`src/sv/ptr_pkg.sv`:
```
package ptr_pkg;

	localparam int MAX_DIM = 16;
	localparam int DATA_WIDTH = 32;
	localparam int IDX_W = 4;
	localparam int VAL_W = 32;
	localparam int DIM_W = 5;
	localparam int CFG_IDX_W = 2;
	// quotient width of the divider, matched to the dim registers it is compared with
	localparam int QW = 5;

	localparam logic [CFG_IDX_W-1:0] REG_DIM_BEFORE = 2'd0;
	localparam logic [CFG_IDX_W-1:0] REG_DIM_TRACED = 2'd1;
	localparam logic [CFG_IDX_W-1:0] REG_DIM_AFTER  = 2'd2;

	typedef struct packed {
		logic [IDX_W-1:0]        elem_row;
		logic [IDX_W-1:0]        elem_col;
		logic signed [VAL_W-1:0] elem_re;
		logic signed [VAL_W-1:0] elem_im;
	} elem_t;

	typedef struct packed {
		logic [IDX_W-1:0]        out_row;
		logic [IDX_W-1:0]        out_col;
		logic signed [VAL_W-1:0] out_re;
		logic signed [VAL_W-1:0] out_im;
	} res_t;

endpackage

```
`src/sv/ptr_div.sv`:
```
module ptr_div #(
	parameter int DVW = 7
) (
	input  logic                  clk,
	input  logic                  arst_n,
	input  logic                  start,
	input  logic [ptr_pkg::QW-1:0] dividend,
	input  logic [DVW-1:0]        divisor,
	output logic                  done,
	output logic [ptr_pkg::QW-1:0] quo,
	output logic [DVW-1:0]        rem
);
	import ptr_pkg::*;

	localparam int CW = $clog2(QW);

	logic          busy_q;
	logic          done_q;
	logic [CW-1:0] cnt_q;
	logic [QW-1:0] num_q;
	logic [DVW-1:0] rem_q;
	logic [DVW-1:0] dvs_q;
	logic [DVW:0]  trial;
	logic          ge;

	// restoring division, one quotient bit per cycle
	assign trial = {rem_q, num_q[QW-1]};
	assign ge    = trial >= {1'b0, dvs_q};

	always_ff @(posedge clk or negedge arst_n) begin
		if (!arst_n) begin
			busy_q <= 1'b0;
			done_q <= 1'b0;
			cnt_q  <= '0;
		end else begin
			done_q <= 1'b0;
			if (start) begin
				busy_q <= 1'b1;
				cnt_q  <= '0;
			end else if (busy_q) begin
				cnt_q <= cnt_q + 1'b1;
				if (cnt_q == CW'(QW - 1)) begin
					busy_q <= 1'b0;
					done_q <= 1'b1;
				end
			end
		end
	end

	always_ff @(posedge clk) begin
		if (start) begin
			num_q <= dividend;
			rem_q <= '0;
			dvs_q <= divisor;
		end else if (busy_q) begin
			rem_q <= ge ? DVW'(trial - {1'b0, dvs_q}) : trial[DVW-1:0];
			num_q <= {num_q[QW-2:0], ge};
		end
	end

	assign done = done_q;
	assign quo  = num_q;
	assign rem  = rem_q;

endmodule

```
`config.mk`:
```
export PLATFORM = sky130hd
export DESIGN_NAME = ptr_div
export DESIGN_NICKNAME = d
export VERILOG_FILES = /design/src/sv/ptr_pkg.sv /design/src/sv/ptr_div.sv
export SDC_FILE = /design/constraint.sdc
export NUM_CORES = 1
export LEC_CHECK = 0
export BUFFER_PORTS_ARGS = -buffer_cell sky130_fd_sc_hd__buf_2
export CAP_MARGIN = 20
export CORE_AREA = 3 3 59 61
export DETAILED_ROUTE_END_ITERATION = 10
export DIE_AREA = 0 0 62 64
export HOLD_SLACK_MARGIN = 0.02
export MAX_ROUTING_LAYER = met4
export PLACE_DENSITY = 0.74
export SETUP_SLACK_MARGIN = 0.15
export SYNTH_ARGS = -nofsm -noshare
export SYNTH_HDL_FRONTEND = slang
export SYNTH_SLANG_ARGS = --single-unit
```
`constraint.sdc`:
```
create_clock -name clk -period 2 [get_ports clk]
set_input_delay 0.1 -clock clk [delete_from_list [all_inputs] [get_ports clk]]
set_output_delay 0.1 -clock clk [all_outputs]
set_load 0.005 [all_outputs]
```
# Word-level counts from Yosys, hierarchy flattened
# Cells that the tools add are included.
dict set report classes {
  add_sub_neg 2
  n_mul 0
  div_mod_pow 0
  n_lt_le_gt_ge 1
  n_eq_ne 1
  shift 0
  mux 11
  bitwise_logic 0
  n_reduce_logical 1
}
# operator n
set op_table {}
lappend op_table {{5-bit 2-to-1 mux} 2}
lappend op_table {{8-bit by 7-bit >= comparator with 1-bit output} 1}
lappend op_table {{7-bit 2-to-1 mux} 1}
lappend op_table {{7-bit subtractor} 1}
lappend op_table {{1-bit 2-to-1 mux} 6}
lappend op_table {{3-bit 2-to-1 mux} 2}
lappend op_table {{3-bit by 1-bit adder with 3-bit output (second input constant)} 1}
lappend op_table {{3-bit equality test (second input constant)} 1}
lappend op_table {{2-bit nonzero test} 1}
dict set report totals {
  regBits 24
  latchBits 0
  ramBits 0
  rom_bits 0
  input_bits 15
  mem_count 0
}

# Logic depth before layout (Yosys ltp)
# Gate-level depths: netlist of the first run.
dict set report logic_depth {
  depth_word 4
  depth_mapped 9
  depth_no_buf 7
}

# Worst setup path after synthesis of the first run
# No wires, ideal clock.
dict set report synth_path {
  path_type {register to register}
  startpoint {register num_q[4] (netlist: quo[4])}
  endpoint {register rem_q[0] (netlist: rem[0])}
  setup_time_ns 0.088
  arrival_ns 2.102
  t_required_ns 1.912
  slack_ns -0.191
  path_stages_with_launch 10
  synth_period_minus_slack_ns 2.191
  cell_sequence {edfxtp_1 -> inv_1 -> ha_1 -> fa_1 -> nand2b_1 -> a211o_1 -> buf_6 -> and3_1 -> buf_6 -> a311oi_2}
}
dict set report synth_via {
  elab_chain_cells 2
  elab_cells_between_ends 3
}
# item line
set synth_lines {}
lappend synth_lines {{start: declaration} ptr_div.sv:20} ;# logic [QW-1:0] num_q;
lappend synth_lines {{start signal: assignment} ptr_div.sv:52} ;# num_q <= dividend;
lappend synth_lines {{start signal: assignment} ptr_div.sv:57} ;# num_q <= {num_q[QW-2:0], ge};
lappend synth_lines {{7-bit subtractor or 8-bit by 7-bit >= comparator with 1-bit output (tied branches)} {ptr_div.sv:56, ptr_div.sv:28}}
lappend synth_lines {{7-bit 2-to-1 mux *} ptr_div.sv:56} ;# rem_q <= ge ? DVW'(trial - {1'b0, dvs_q}) : trial[DVW-1:0];
lappend synth_lines {{end signal: assignment} ptr_div.sv:56}
lappend synth_lines {{end: declaration} ptr_div.sv:21} ;# logic [DVW-1:0] rem_q;
# Mark *: on every way between the ends. The rest lies on a longest branch, timed or not.
# A chain may end at the register's enable or synchronous reset.

# Worst setup path in the final report of the first run
dict set report layout_path {
  startpoint {register dvs_q[0]}
  endpoint {register rem_q[2] (netlist: rem[2])}
}
dict set report layout_via {
  elab_chain_cells 2
  elab_cells_between_ends 3
}
# item line
set layout_lines {}
lappend layout_lines {{start: declaration} ptr_div.sv:22} ;# logic [DVW-1:0] dvs_q;
lappend layout_lines {{start signal: assignment} ptr_div.sv:54} ;# dvs_q <= divisor;
lappend layout_lines {{7-bit subtractor or 8-bit by 7-bit >= comparator with 1-bit output (tied branches)} {ptr_div.sv:56, ptr_div.sv:28}}
lappend layout_lines {{7-bit 2-to-1 mux *} ptr_div.sv:56}
# Marks and branches as above.

==> qor.yml, run 1 <==
status: "complete, no violations"
portBuffers: 27
setup_ws_ns: 0.0627
grt_pass1_wl_microns: 5380
finClkSkew_ns: 0.0133
hold_ws_ns: 0.0816
period_share_pct: 96.9
fmax_ghz: 0.516
vias_per_cell: 5.36
final_cells: 224
hp-class: "input pin to flip-flop"
start_util_pct: 48.9
core_area_sq_mm: 0.00303
synthesis.area_sq_mm: 0.00148
p_per_area_mw_per_mm2: 1120
hpwl_microns: 2300
die_x_microns: 62
grt_max_degree: 32
overflow: 0
drt_iter0_drc: 35
avgSynthCellArea_sq_um: 10.5
route.vias.total: 1201
finalSetupViolations: 0
critPathArrivalTime_ns: 2.16
ys_seq_area_share_pct: 42.2
drcViolationCount: 0
p_leak_nw: 0.810
areaGrowthSynthToFinish_pct: 25.9
wl_microns: 3200
final_nets: 206
cts-root-buf: "clkbuf_4"
ant_nets: 0
ys_types: 46
max-vdd-ir-drop_v: 0.000543
clk-insertion-delay-late_ns: 0.31
cts_tree: "yes"
ioPinCount: 28
wl_per_cell_microns: 14.3
finalCoreUtilization_pct: 61.6
grt_pass1_vias: 1186
ys_seq_elements: 24
synthArstFlopShare_pct: 20.8
dieArea_sq_mm: 0.00397
num_antenna_cells: 0
cts_max_path_buffers: 2
synth_warnings: 0
netlist_instances: 141
synth_area_leader_cell: "edfxtp_1"
critPathLaunchType: "flip-flop"
slew_headroom_pct: 63.6
synth_common_cells: "13 x inv_1, 13 x nor2_1, 12 x edfxtp_1"
dr.pass1.iters: 4
clk_pin_slew_ns: 0.13
std_cell_rows: 20
synth_edf_count: 12
syn-num-nets: 166
hold_viol_final: 0
critPathCaptureType: "flip-flop"
cts_num_sinks: 24
globalplace.congestion: 0.808
yosysTopAreaCellShare_pct: 24.3
synth_flop_cell: "edfxtp_1"
crit_fanout: 6
internal_power_mw: 1.26
antenna_found_initial: 0
cap_violations: 0
power_frac_seq_pct: 34.7
grt_use_total_pct: 18.3
critPathKind: "flip-flop to flip-flop"
ys_top_cells_by_area: "edfxtp_1 24%, dfxtp_1 9.5%, dfrtp_1 8.4%"
dpl_worst_slack_ns: 0.000652
rsz0062_at_grt: "yes"
die_h_microns: 64
p_sw_share_pct: 39.5
drive_gt1_share_pct: 36.7
drv_slew: 0
cp.required_ns: 2.22
tightest_slew_ns: 0.546
dp_cells: 210
power_switching_mw: 0.825
pwr-share-clk_pct: 10.2
numCtsBuffers: 3
period_minus_slack_ns: 1.94
pwr-share-comb_pct: 55.1
htree_levels: 1
-- sequential cells by signal, indices dropped and copies added (netlist names) --
| name | cells |
|---|---|
| quo | 5 |
| rem | 7 |
| dvs_q | 7 |
| cnt_q | 3 |
| done | 1 |
| busy_q | 1 |
-- path summary, 6_finish.rpt --
path | endpoint | cells past startpoint | slack [ns] | from
worst min register to register | done | 2 | 0.56 | cnt_q[2]
worst max register to register | rem[2] | 6 | 0.06 | dvs_q[0]
min in group asynchronous | cnt_q[2] | 2 | 0.13 | arst_n
max in group asynchronous | busy_q | 2 | 1.75 | arst_n
worst min-delay path | quo[3] | 2 | 0.08 | dividend[3]
worst max-delay path | rem[2] | 6 | 0.06 | dvs_q[0]
-- final cells by class --
type,count,area (sq um)
fillers,241,1160
inverters,13,48.8
clock buffers,4,26.3
repair buffers,43,279
well taps,44,55.1
multi-input cells,96,831
flip-flops and latches,24,626
-- kinds of logic after synthesis --
| family | count (synthesis) | share of synthesized area [%] |
|---|---|---|
| and+or+nand+nor | 45 | 16.7 |
| AOI/OAI and AO/OA | 30 | 18.1 |
| DFF | 24 | 42.2 |
| buffers and inverters | 21 | 6.67 |
| adders and majority gates | 10 | 8.95 |
| muxes | 6 | 4.39 |
| xor gates and xnor gates | 5 | 2.96 |
-- cells in the final DEF, fill, tap and decap left out, types with 2 or more instances in the layout --
cell type       n
o21bai_1        2
a21o_1          3
nand3b_1        2
clkbuf_4        3
edfxtp_1       12
or3b_2          2
nand2_1         9
dlygate4sd3_1   8
a41oi_2         3
inv_1          12
nor2b_1         3
mux2i_1         2
buf_4           7
nor3b_1         5
nand2b_1        2
o31ai_2         2
ha_1            7
dfrtp_1         5
a211oi_1        2
dfxtp_1         7
or2_2           2
a31oi_1         2
xor2_1          4
mux2_2          4
nand4_1         2
buf_2          27
nor2_1         13
a311oi_2        3
-- what timing repair did --
action | in CTS | in global routing
pin swaps | 1 | 1
hold endpoints to repair | 12 | 0
buffers inserted | 2 | 0
endpoints found under the setup margin | 8 | 8
hold buffers | 8 | 0
resized for setup | 7 | 2
gates cloned | 0 | 0
-- through the flow --
step | power (mW) | setup TNS [ns] | cell area [sq um]
finish | 2.09 | 0 | 1870
floorplan | 1.49 | -0.105 | 1510
CTS | 2.07 | 0 | 1850
detailed placement | 1.77 | 0 | 1690
global route | 2.24 | 0 | 1870
global placement | 1.73 | 0 | 1690
-- routing by layer --
layer	vias up	share of wire (%)	GRT usage (%)
met5	-	0	-
met4	0	0.59	5.57
met3	4	4.0	2.63
met2	22	54	29.0
met1	587	41	24.0
li1	588	-	-
-- critical path, cell delays in order, from the launching register on --
cell and delay [ns]:
edfxtp_1 0.43, ha_4 0.18, fa_2 0.33, nand2b_4 0.15, a211o_1 0.29, and3_4 0.23, a311oi_2 0.25
-- power by group through the flow --
stage	Combinational, mW	Sequential (mW)	Clock, mW
after floorplan	0.769	0.721	0
after global placement	1.00	0.726	0
after detailed placement	1.03	0.735	0
after CTS	1.12	0.725	0.224
after global routing	1.25	0.745	0.250
final	1.15	0.726	0.212
Note: power is estimated with default switching activity, not from simulation.
==> run 2, diff against run 1 <==
--- a/config.mk
+++ b/config.mk
@@ -5,14 +5,16 @@
 export SDC_FILE = /design/constraint.sdc
 export NUM_CORES = 1
 export LEC_CHECK = 0
+export ABC_AREA = 1
 export BUFFER_PORTS_ARGS = -buffer_cell sky130_fd_sc_hd__buf_2
 export CAP_MARGIN = 20
-export CORE_AREA = 3 3 59 61
+export CORE_AREA = 3 3 58 60
+export CTS_CLUSTER_DIAMETER = 200
 export DETAILED_ROUTE_END_ITERATION = 10
-export DIE_AREA = 0 0 62 64
+export DIE_AREA = 0 0 61 63
 export HOLD_SLACK_MARGIN = 0.02
 export MAX_ROUTING_LAYER = met4
-export PLACE_DENSITY = 0.74
+export PLACE_DENSITY = 0.73
 export SETUP_SLACK_MARGIN = 0.15
 export SYNTH_ARGS = -nofsm -noshare
 export SYNTH_HDL_FRONTEND = slang
==> run 2 against run 1 <==
Against the previous run:
- wire length shrank 7.2%
- via count increased by 1.1%
- core utilization decreased by 3.6 points
- register-to-register slack improved by 0.20 ns
- die area fell by 3.2%
- maximum frequency grew 12%
- non-clock buffer count down 8
- power is 2.8% higher
==> qor.yml, run 2 <==
num_antenna_cells: 0  # unchanged
power_switching_mw: 0.875  # was 0.825 mW
rsz0062_at_grt: "yes"  # unchanged
slew_headroom_pct: 74.1  # was 63.6%
grt_use_total_pct: 18.0  # was 18.3%
final_nets: 232  # was 206
dr.pass1.iters: 5  # was 4
cts_tree: "yes"  # unchanged
tns_ns: 0  # unchanged
critPathLaunchType: "flip-flop"  # unchanged
use_met3_pct: 2.69  # was 2.63%
clk_pin_slew_ns: 0.14  # was 0.13 ns
std_cell_rows: 20  # unchanged
globalplace.congestion: 0.872  # was 0.808
htree_levels: 1  # unchanged
die_x_microns: 61  # was 62 microns
ys_seq_elements: 24  # unchanged
synthesis.area_sq_mm: 0.00140  # was 0.00148 sq mm
start_util_pct: 47.1  # was 48.9%
max-vdd-ir-drop_v: 0.000570  # was 0.000543 V
p_leak_nw: 0.902  # was 0.810 nW
wl_per_cell_microns: 12.4  # was 14.3 microns
grt_max_degree: 15  # was 32
final_cells: 239  # was 224
yosysTopAreaCellShare_pct: 25.7  # was 24.3%
gr-usage-met1_pct: 23.7  # was 24.0%
cts_num_sinks: 24  # unchanged
period_share_pct: 86.7  # was 96.9%
dieArea_sq_mm: 0.00384  # was 0.00397 sq mm
fmax_ghz: 0.577  # was 0.516 GHz
route.vias.total: 1214  # was 1,201
p_per_area_mw_per_mm2: 1240  # was 1120 mW/mm^2
synth_edf_count: 12  # unchanged
period_minus_slack_ns: 1.73  # was 1.94 ns
crit_fanout: 7  # was 6
drcViolationCount: 0  # unchanged
critPathKind: "flip-flop to flip-flop"  # unchanged
dp_cells: 227  # was 210
grt_util_met2_pct: 27.4  # was 29.0%
ant_nets: 0  # unchanged
ys_seq_area_share_pct: 44.6  # was 42.2%
hold_ws_ns: 0.0408  # was 0.0816 ns
hold_viol_final: 0  # unchanged
clk-insertion-delay-late_ns: 0.32  # was 0.31 ns
drt_iter0_drc: 55  # was 35
cts-root-buf: "clkbuf_4"  # unchanged
cpPeakStageDelay_ns: 0.37  # was 0.43 ns
synth_warnings: 0  # unchanged
netlist_instances: 168  # was 141
critical_path.startpoint: "quo[4]"  # was dvs_q[0]
antenna_found_initial: 0  # unchanged
finClkSkew_ns: 0.00439  # was 0.0133 ns
numCtsBuffers: 3  # unchanged
hp-class: "input pin to flip-flop"  # unchanged
pwr-share-clk_pct: 16.6  # was 10.2%
critPathArrivalTime_ns: 1.97  # was 2.16 ns
pwr-share-comb_pct: 49.8  # was 55.1%
overflow: 0  # unchanged
post_cts_buffers: 0  # was 2
synthArstFlopShare_pct: 20.8  # unchanged
portBuffers: 27  # unchanged
final_common_cell: "nand2_1"  # was buf_2
critPathCaptureType: "flip-flop"  # unchanged
cp.required_ns: 2.23  # was 2.22 ns
rr_startpoint: "quo[4]"  # was dvs_q[0]
layout_common_cells: "55 x nand2_1, 27 x buf_2, 22 x inv_1"  # was 27 x buf_2, 13 x nor2_1, 12 x inv_1, 12 x edfxtp_1, 9 x nand2_1
cts_max_path_buffers: 2  # unchanged
avgSynthCellArea_sq_um: 8.34  # was 10.5 sq um
dpl_worst_slack_ns: 0.185  # was 0.000652 ns
p_sw_share_pct: 40.7  # was 39.5%
hpwl_microns: 2200  # was 2300 microns
finalSetupViolations: 0  # unchanged
vias_per_cell: 5.08  # was 5.36
synth_area_leader_cell: "edfxtp_1"  # unchanged
drive_gt1_share_pct: 25.2  # was 36.7%
synth_common_cells: "58 x nand2_1, 23 x inv_1, 16 x nand3_1"  # was 13 x inv_1, 13 x nor2_1, 12 x edfxtp_1
core_area_sq_mm: 0.00298  # was 0.00303 sq mm
synth.most_common_cell: "nand2_1"
syn-num-nets: 193  # was 166
drv_slew: 0  # unchanged
areaGrowthSynthToFinish_pct: 23.3  # was 25.9%
cp_cell_sequence: "inv_1 -> ha_2 -> fa_2 -> inv_2 -> nand2_1 -> nand2_2 -> nand3_2 -> nand3_4 -> nand3_2 -> nand3_1 -> nand2_1"  # was ha_4 -> fa_2 -> nand2b_4 -> a211o_1 -> and3_4 -> a311oi_2
busiest_layer: "met2"  # unchanged
tightest_slew_ns: 0.389  # was 0.546 ns
status: "complete, no violations"  # unchanged
grt_pass1_wl_microns: 5210  # was 5380 microns
power_frac_seq_pct: 33.6  # was 34.7%
grt_pass1_vias: 1180  # was 1,186
ys_top_cells_by_area: "edfxtp_1 26%, nand2_1 16%, dfxtp_1 10%"  # was edfxtp_1 24%, dfxtp_1 9.5%, dfrtp_1 8.4%
cap_violations: 0  # unchanged
setup_ws_ns: 0.267  # was 0.0627 ns
wl_microns: 2970  # was 3200 microns
ioPinCount: 28  # unchanged
die_h_microns: 63  # was 64 microns
synth_flop_cell: "edfxtp_1"  # unchanged
critPathSlowestCell: "edfxtp_1"  # unchanged
ys_types: 26  # was 46
hold_start: "dividend[4]"  # was dividend[3]
internal_power_mw: 1.27  # was 1.26 mW
## run 2: per-layer routing
layer | wire length, microns | vias to the layer above | part of all wire (%)
met5 | 0 | - | 0
met4 | 0 | 0 | 0
met3 | 148 | 0 | 5.0
met2 | 1520 | 38 | 51
met1 | 1310 | 559 | 44
li1 | - | 617 | -
## run 2: final timing paths
| check | endpoint | slack (ns) | depth (start not counted) |
|---|---|---|---|
| worst max-delay path | rem[5] | 0.27 | 11 |
| worst min-delay path | quo[4] | 0.04 | 3 |
| worst max register to register | rem[5] | 0.27 | 11 |
| worst min register to register | rem[4] | 0.51 | 2 |
| max in group asynchronous | busy_q | 1.77 | 2 |
| min in group asynchronous | cnt_q[0] | 0.10 | 2 |
## run 2: cell type report
class,instances,area (sq um)
sequential,24,626
fill,271,1250
multi-input combinational,116,692
timing repair buffer,35,215
inverter,27,101
clock buffer,3,22.5
tap,33,41.3
clock inverter,1,30.0
## run 2: cell families (layout without fill, tap and decap cells)
logic type	Yosys count	count (layout)	share of synthesized area [%]
flops	24	24	44.6
xor+xnor	2	2	1.25
fa+ha+maj	10	10	9.46
simple gates	96	96	32.9
compound gates	8	8	4.11
buf+inv	28	66	7.59
## run 2: repair_timing
action	4_1_cts	5_1_grt
hold endpoints to repair	12	0
resized for setup	1	7
endpoints found under the setup margin	3	8
pin swaps	0	1
hold buffers	8	0
## run 2: per-stage QoR
step | instance area [sq um] | total power [mW] | utilization (%)
6_report | 1730 | 2.15 | 58.0
5_1_grt | 1730 | 2.35 | 58.0
4_1_cts | 1710 | 2.11 | 57.4
3_5_place_dp | 1570 | 1.74 | 52.8
3_3_place_gp | 1570 | 1.72 | 52.8
2_1_floorplan | 1400 | 1.47 | -
## run 2: power by group through the flow
stage                     Sequential, mW  Combinational, mW  Clock (mW)
after floorplan                    0.717              0.756           0
after global placement             0.732              0.989           0
after detailed placement           0.733               1.01           0
after CTS                          0.722               1.03       0.361
after global routing               0.738               1.23       0.385
final                              0.722               1.07       0.357
## run 2: critical path, delay by kind of cell, from the launching register on
kind,cells,cell delay [ns]
AND/OR/NAND/NOR,7,0.59
buffers and inverters,2,0.13
adder cells (fa/ha/maj),2,0.56
flip-flops,1,0.37
